**src/hdl/mta_pkg.sv**
```systemverilog
// ---------------------------------------------------------------------------
// mta_pkg
// Shared types and constants for the matrix transform accumulator.
// ---------------------------------------------------------------------------
package mta_pkg;

	localparam int DIM_DEF       = 4;
	localparam int FRAC_BITS_DEF = 16;
	localparam int STRIDE        = 4;
	localparam int CELLS         = 16;

	typedef enum logic [3:0] {
		OP_WR_CUR  = 4'd0,
		OP_WR_OPD  = 4'd1,
		OP_RD_CUR  = 4'd2,
		OP_POSTMUL = 4'd3,
		OP_PREMUL  = 4'd4,
		OP_ADD     = 4'd5,
		OP_SUB     = 4'd6,
		OP_SCALE   = 4'd7,
		OP_XFORM   = 4'd8
	} op_t;

	typedef enum logic [2:0] {
		ST_IDLE,
		ST_MAC,
		ST_COPY,
		ST_DONE
	} state_t;

	// controller -> datapath
	typedef struct packed {
		logic       load;    // capture the input beat
		logic       clr_acc; // start a new dot product
		logic       mac;     // multiply-accumulate one step
		logic       store;   // finish one element or component
		logic       copy;    // copy temp into current (one row)
		logic [1:0] i;
		logic [1:0] j;
		logic [1:0] k;
		logic       finish;  // latch the result
	} cmd_t;

	typedef struct packed {
		logic [3:0] op;
	} sts_t;

endpackage

```
**src/hdl/mta_ctrl.sv**
```systemverilog
// ---------------------------------------------------------------------------
// mta_ctrl
// Sequencer stepping the shared MAC over i, j, k for the arithmetic operations.
// ---------------------------------------------------------------------------
module mta_ctrl #(
	parameter int DIM = mta_pkg::DIM_DEF
) (
	input  logic          clk,
	input  logic          arst_n,
	input  logic          in_valid,
	output logic          in_ready,
	output logic          out_valid,
	input  logic          out_ready,
	output mta_pkg::cmd_t cmd,
	input  mta_pkg::sts_t sts
);
	localparam logic [1:0] LAST = 2'(DIM - 1);

	mta_pkg::state_t state_q, state_d;
	logic [1:0] i_q, j_q, k_q;
	logic       ov_q;
	logic       is_dot, is_ew, is_mm, last_k, last_ij;

	assign is_mm  = sts.op == mta_pkg::OP_POSTMUL || sts.op == mta_pkg::OP_PREMUL;
	assign is_dot = is_mm || sts.op == mta_pkg::OP_XFORM;
	assign is_ew  = sts.op == mta_pkg::OP_ADD || sts.op == mta_pkg::OP_SUB
		|| sts.op == mta_pkg::OP_SCALE;
	assign last_k  = !is_dot || k_q == LAST;
	assign last_ij = i_q == LAST && (j_q == LAST || sts.op == mta_pkg::OP_XFORM);

	assign in_ready  = state_q == mta_pkg::ST_IDLE && (!ov_q || out_ready);
	assign out_valid = ov_q;

	always_comb begin
		state_d = state_q;
		case (state_q)
			mta_pkg::ST_IDLE: if (in_valid && in_ready) state_d = mta_pkg::ST_MAC;
			mta_pkg::ST_MAC: begin
				if (!(is_dot || is_ew)) state_d = mta_pkg::ST_DONE;
				else if (last_k && last_ij)
					state_d = is_mm ? mta_pkg::ST_COPY : mta_pkg::ST_DONE;
			end
			mta_pkg::ST_COPY: if (i_q == LAST) state_d = mta_pkg::ST_DONE;
			mta_pkg::ST_DONE: state_d = mta_pkg::ST_IDLE;
			default: state_d = mta_pkg::ST_IDLE;
		endcase
	end

	always_comb begin
		cmd = '0;
		cmd.i = i_q; cmd.j = j_q; cmd.k = k_q;
		cmd.load = state_q == mta_pkg::ST_IDLE && in_valid && in_ready;
		if (state_q == mta_pkg::ST_MAC && (is_dot || is_ew)) begin
			cmd.mac = 1'b1;
			cmd.clr_acc = k_q == '0;
			cmd.store = last_k;
		end
		cmd.copy = state_q == mta_pkg::ST_COPY;
		cmd.finish = state_q == mta_pkg::ST_DONE;
	end

	always_ff @(posedge clk or negedge arst_n) begin
		if (!arst_n) begin
			state_q <= mta_pkg::ST_IDLE;
			i_q <= '0; j_q <= '0; k_q <= '0;
			ov_q <= 1'b0;
		end else begin
			state_q <= state_d;
			if (cmd.finish) ov_q <= 1'b1;
			else if (out_ready) ov_q <= 1'b0;
			if (state_q == mta_pkg::ST_MAC && cmd.mac) begin
				// advance k, then j, then i
				if (!last_k) k_q <= k_q + 2'd1;
				else begin
					k_q <= '0;
					if (j_q != LAST && sts.op != mta_pkg::OP_XFORM) j_q <= j_q + 2'd1;
					else begin
						j_q <= '0;
						i_q <= last_ij ? '0 : i_q + 2'd1;
					end
				end
			end else if (state_q == mta_pkg::ST_COPY)
				i_q <= i_q == LAST ? '0 : i_q + 2'd1;
		end
	end
endmodule

```
**config.mk**
```make
export PLATFORM = sky130hd
export DESIGN_NAME = mta_ctrl
export DESIGN_NICKNAME = d
export VERILOG_FILES = /design/src/hdl/mta_pkg.sv /design/src/hdl/mta_ctrl.sv
export SDC_FILE = /design/constraint.sdc
export NUM_CORES = 1
export LEC_CHECK = 0
export ABC_AREA = 0
export BUFFER_PORTS_ARGS = -buffer_cell sky130_fd_sc_hd__buf_2
export CAP_MARGIN = 25
export CORE_MARGIN = 1
export CORE_UTILIZATION = 51
export CTS_BUF_LIST = sky130_fd_sc_hd__clkbuf_8
export CTS_CLUSTER_DIAMETER = 80
export DETAILED_ROUTE_END_ITERATION = 6
export GPL_ROUTABILITY_DRIVEN = 1
export PLACE_DENSITY = 0.88
export SYNTH_ARGS = -nofsm -noshare
export SYNTH_HDL_FRONTEND = slang
export SYNTH_SLANG_ARGS = --single-unit
```
**constraint.sdc**
```tcl
create_clock -name clk -period 2.3 [get_ports clk]
set_input_delay 0.23 -clock clk [delete_from_list [all_inputs] [get_ports clk]]
set_output_delay 0.23 -clock clk [all_outputs]
set_load 0.05 [all_outputs]
```
# After elaboration in Yosys (flattened, before gate mapping)
# Cells that the tools add are included.
dict set report op_classes {
  addsub 3
  eq_ne 19
  n_mux 17
  n_reduce_logical 26
}
# op count
set ops {}
lappend ops {{4-bit by 3-bit == test with 1-bit output (second input constant)} 4}
lappend ops {{2-bit two-way mux} 8}
lappend ops {{3-bit two-way mux} 5}
lappend ops {{1-bit logical AND} 9}
lappend ops {{3-bit case mux with 3 select lines} 1}
lappend ops {{1-bit logical OR} 8}
lappend ops {{2-bit by 1-bit adder with 2-bit output (second input constant)} 3}
lappend ops {{2-bit == test (second input constant)} 3}
lappend ops {{3-bit by 2-bit == test with 1-bit output (second input constant)} 2}
lappend ops {{2-bit != test (second input constant)} 3}
lappend ops {{3-bit AND reduction} 2}
lappend ops {{4-bit by 2-bit == test with 1-bit output (second input constant)} 1}
lappend ops {{4-bit == test (second input constant)} 1}
lappend ops {{2-bit by 1-bit != test with 1-bit output (second input constant)} 2}
lappend ops {{4-bit != test (second input constant)} 1}
lappend ops {{2-bit nonzero test} 2}
lappend ops {{3-bit by 1-bit == test with 1-bit output (second input constant)} 1}
lappend ops {{3-bit logical NOT} 1}
lappend ops {{1-bit two-way mux} 3}
lappend ops {{3-bit != test (second input constant)} 1}
lappend ops {{1-bit logical NOT} 2}
lappend ops {{2-bit logical NOT} 1}
lappend ops {{2-bit AND reduction} 1}
dict set report word_totals {
  ff_bits 10
  in_bits 8
  out_inout_bits 14
  word_cells 70
}

# Longest topological paths before layout
dict set report logic_depth {
  ltp_word 9
  depth_mapped 7
  ltp_nobuf 7
}

# Least setup slack after synthesis
# Ideal clock, no wire load.
dict set report synth_path {
  path_kind {register to register}
  startpoint {register k_q[0]}
  endpoint {register i_q[0]}
  setup_time_ns 0.125
  t_arrival_ns 1.830
  t_required_ns 2.175
  slack_ns 0.344
  path_stages_with_launch 7
  n_path_buf 0
  period_less_slack_ns 1.956
  path_cell_list {dfrtp_1 -> ha_1 -> nand4bb_1 -> a21oi_1 -> a211oi_1 -> mux2_4 -> mux2_4}
}
dict set report synth_via {
  elab_chain_len 4
}
# element line
set synth_lines {}
lappend synth_lines {{from (decl)} mta_ctrl.sv:20} ;# logic [1:0] i_q, j_q, k_q;
lappend synth_lines {{from (signal assigned)} mta_ctrl.sv:73} ;# if (!last_k) k_q <= k_q + 2'd1;
lappend synth_lines {{2-bit == test} mta_ctrl.sv:28} ;# assign last_k = !is_dot || k_q == LAST;
lappend synth_lines {{1-bit logical OR} mta_ctrl.sv:28}
lappend synth_lines {{2-bit != test (no source line)} n/a}
lappend synth_lines {{3-bit AND reduction (no source line)} n/a}
lappend synth_lines {{to (signal assigned)} mta_ctrl.sv:79} ;# i_q <= last_ij ? '0 : i_q + 2'd1;
lappend synth_lines {{to (signal assigned)} mta_ctrl.sv:83} ;# i_q <= i_q == LAST ? '0 : i_q + 2'd1;
lappend synth_lines {{to (decl)} mta_ctrl.sv:20}
# No other way between the ends.
# A chain may end at the register's enable or synchronous reset.

==> impl_metrics.tcl <==
set metrics [dict create \
    status "finished, final reports clean" \
    num_rows 12 \
    syn_avg_cell_area_sq_um 10.51 \
    worstMarginPinSlew_ns 0.4316 \
    drc_errors 0 \
    cp-end-kind "output port" \
    cp_slowest_cell "or4b_4" \
    grt_pass1_vias 503 \
    synth.distinct_cells 30 \
    wl_met3_microns 65 \
    rsz0062_at_grt "no" \
    dieArea_sq_um 1446 \
    first_pass_iters 4 \
    cts_max_level 1 \
    placement.io_buffers 21 \
    clockBufferDepth 2 \
    hold_class "in2reg" \
    worst_setup_path_start_kind "primary input" \
    dieWidth_microns 38.03 \
    max_stage_delay_ns 0.55 \
    crit_top_cell "buf_2" \
    grt_util_all_layers_pct 23.39 \
    timing.final.crit_share_pct 82.31 \
    fmax_mhz 528.2 \
    crit_buf_inv 3 \
    cts_setup_buffers 0 \
    crit_path_max_fanout 8 \
    async_reset_ff_share_pct 100.0 \
    fin_crit_ns 1.893 \
    routabilityCongestion 0.7278 \
    layout.nets 106 \
    ys_warn_count 0 \
    syn_to_final_growth_pct 26.84 \
    worst_clock_skew_ns 0.004405 \
    hold_viol_final 0 \
    fin_tns_setup_ns 0 \
    cts.sinks 9 \
    fillers 93 \
    arrival_ns 1.66 \
    grt_pass1_wl_microns 2145 \
    cts.repair.resized 0 \
    syn_nets 79 \
    first_iter_violations 2 \
    finalNonFillerCells 103 \
    synth_most_common_cell "dfrtp_1" \
    vias 568 \
    synth_area_sq_um 661.9 \
    fp.coreArea_sq_um 1156 \
    seq_area_frac_synth_pct 34.03 \
    grt.overflow.total 0 \
    drt_wl_total_microns 1354 \
    numCtsBuffers 3 \
    clk_latency_ns 0.24 \
    critical-path-top-delay-family "simple AND/OR/NAND/NOR gates" \
    reg2reg_depth 5 \
    dp.cells 98 \
    dominantRegCellSynth "dfrtp_1" \
    post_dp_cell_area_sq_um 784.5 \
    n_antenna_cell 0 \
    synth-seq-cells 9 \
    yosysTopAreaCell "dfrtp_1" \
    synthCells 63 \
    ys_top_cells_by_area "dfrtp_1 34%, ha_1 15%, mux2_2 6.8%" \
    synth_common_cells "9 x dfrtp_1, 8 x ha_1, 4 x inv_1, 4 x mux2_2" \
    synth_top_area_share_pct 34.03 \
    crit_type "in2out" \
    die_y_microns 38.03 \
    synth-edff-count 0 \
    max_cap_viol_count 0 \
    clkTransAtPathRegs_ns 0.05 \
    wl_met1_microns 595 \
    detail-route-antenna-nets 0 \
    dp_hpwl_microns 959.4 \
    setup_violations 0 \
    start_util_pct 57.25 \
    cp_cell_sequence "buf_2, or4b_4, o21ai_0, nand2_2, inv_4, and2_4, buf_2" \
    antenna_found_initial 0 \
    relSlewSlack_pct 70.82 \
    holdPathStages 3 \
    drive_gt1_share_pct 40.45 \
    dr_wl_met2_microns 640 \
    routed.top_layer "met4" \
    grt_max_degree 10 \
    wl_per_cell_microns 13.15 \
    cts_tree "yes" \
    stdcell_area_sq_um 839.6 \
    viasPerCell 5.515 \
    cp.depth 7 \
    ctsRootBufferMaster "clkbuf_8" \
    slew_viol_final 0 \
    cp.required_ns 2.07 \
    io_pins 22 \
]
## per-stage QoR
| stage | worst slack [ns] | hold slack (ns) | utilization [%] |
|---|---|---|---|
| finish | 0.4069 | 0.3270 | 72.62 |
| global route | 0.3247 | 0.3489 | 72.62 |
| CTS | 0.4163 | 0.3245 | 72.62 |
| detailed placement | 0.3223 | 0.09490 | 67.86 |
| global placement | 0.3551 | 0.08681 | 67.86 |
| floorplan | 0.3444 | -0.06559 | - |
## sequential cells by signal, summed over array words and instances (netlist names)
signal	count
k_q	2
out_valid	1
i_q	2
state_q	2
j_q	2
## logic make-up after synthesis
logic type / share of synthesized area, %
multiplexers: 13.61
flip-flops: 34.03
AO/OA/AOI/OAI: 13.23
buffers and inverters: 3.214
AND/OR/NAND/NOR: 20.80
adder cells (fa/ha/maj): 15.12
## layout make-up
type | instances | area [sq um] | area share, %
inverter | 5 | 21.27 | 2.534
clock buffer | 3 | 41.29 | 4.918
clock inverter | 1 | 3.754 | 0.4471
tap | 14 | 17.52 | 2.086
multi-input combinational | 49 | 415.4 | 49.48
timing repair buffer | 22 | 115.1 | 13.71
sequential | 9 | 225.2 | 26.83
## cells in the final DEF (no fill, tap or decap)
master         instances
and2_1                 2
ha_1                   8
o22ai_1                2
inv_1                  5
and2_4                 1
or3b_1                 1
o211ai_1               1
a21o_2                 1
o41ai_1                1
a211oi_1               2
nand2b_1               2
clkbuf_8               3
a21oi_1                2
o21ai_0                2
inv_4                  1
nand2_1                3
or4b_4                 1
mux2_2                 4
or3_1                  1
buf_2                 21
o21bai_1               1
nor3b_1                1
and3_1                 1
mux2_4                 3
nor2_1                 3
a21o_1                 1
dlygate4sd3_1          1
nor4b_1                1
nand2_2                1
nand4bb_1              1
nand3b_1               1
nor3_1                 1
dfrtp_1                9
## metal layers
metal / vias up / GRT usage (%)
met5: - / 0
met4: 0 / 21.43
met3: 5 / 1.744
met2: 20 / 37.29
met1: 260 / 27.61
li1: 283 / -
## worst paths after layout
kind / startpoint / endpoint / slack, ns
min in group asynchronous: arst_n / i_q[0] / 0.38
max in group asynchronous: arst_n / j_q[0] / 1.74
min: out_ready / out_valid / 0.33
min reg2reg: j_q[1] / j_q[1] / 0.54
max: sts[2] / cmd[8] / 0.41
max reg2reg: k_q[0] / state_q[1] / 0.50
## timing repair
action | in CTS | in global routing
endpoints found under the setup margin | 0 | 0
endpoints found under the hold margin | 9 | 0
hold buffers | 1 | 0
## worst reg2reg max path, stage by stage, from the launching register on
cell	delay, ns
dfrtp_1	0.39
ha_1	0.25
o41ai_1	0.26
a211oi_1	0.16
o211ai_1	0.26
mux2_2	0.37
Power is left out: the tool's default activity adds up to more than one toggle a clock period on the data nets, which glitch-free logic cannot reach.
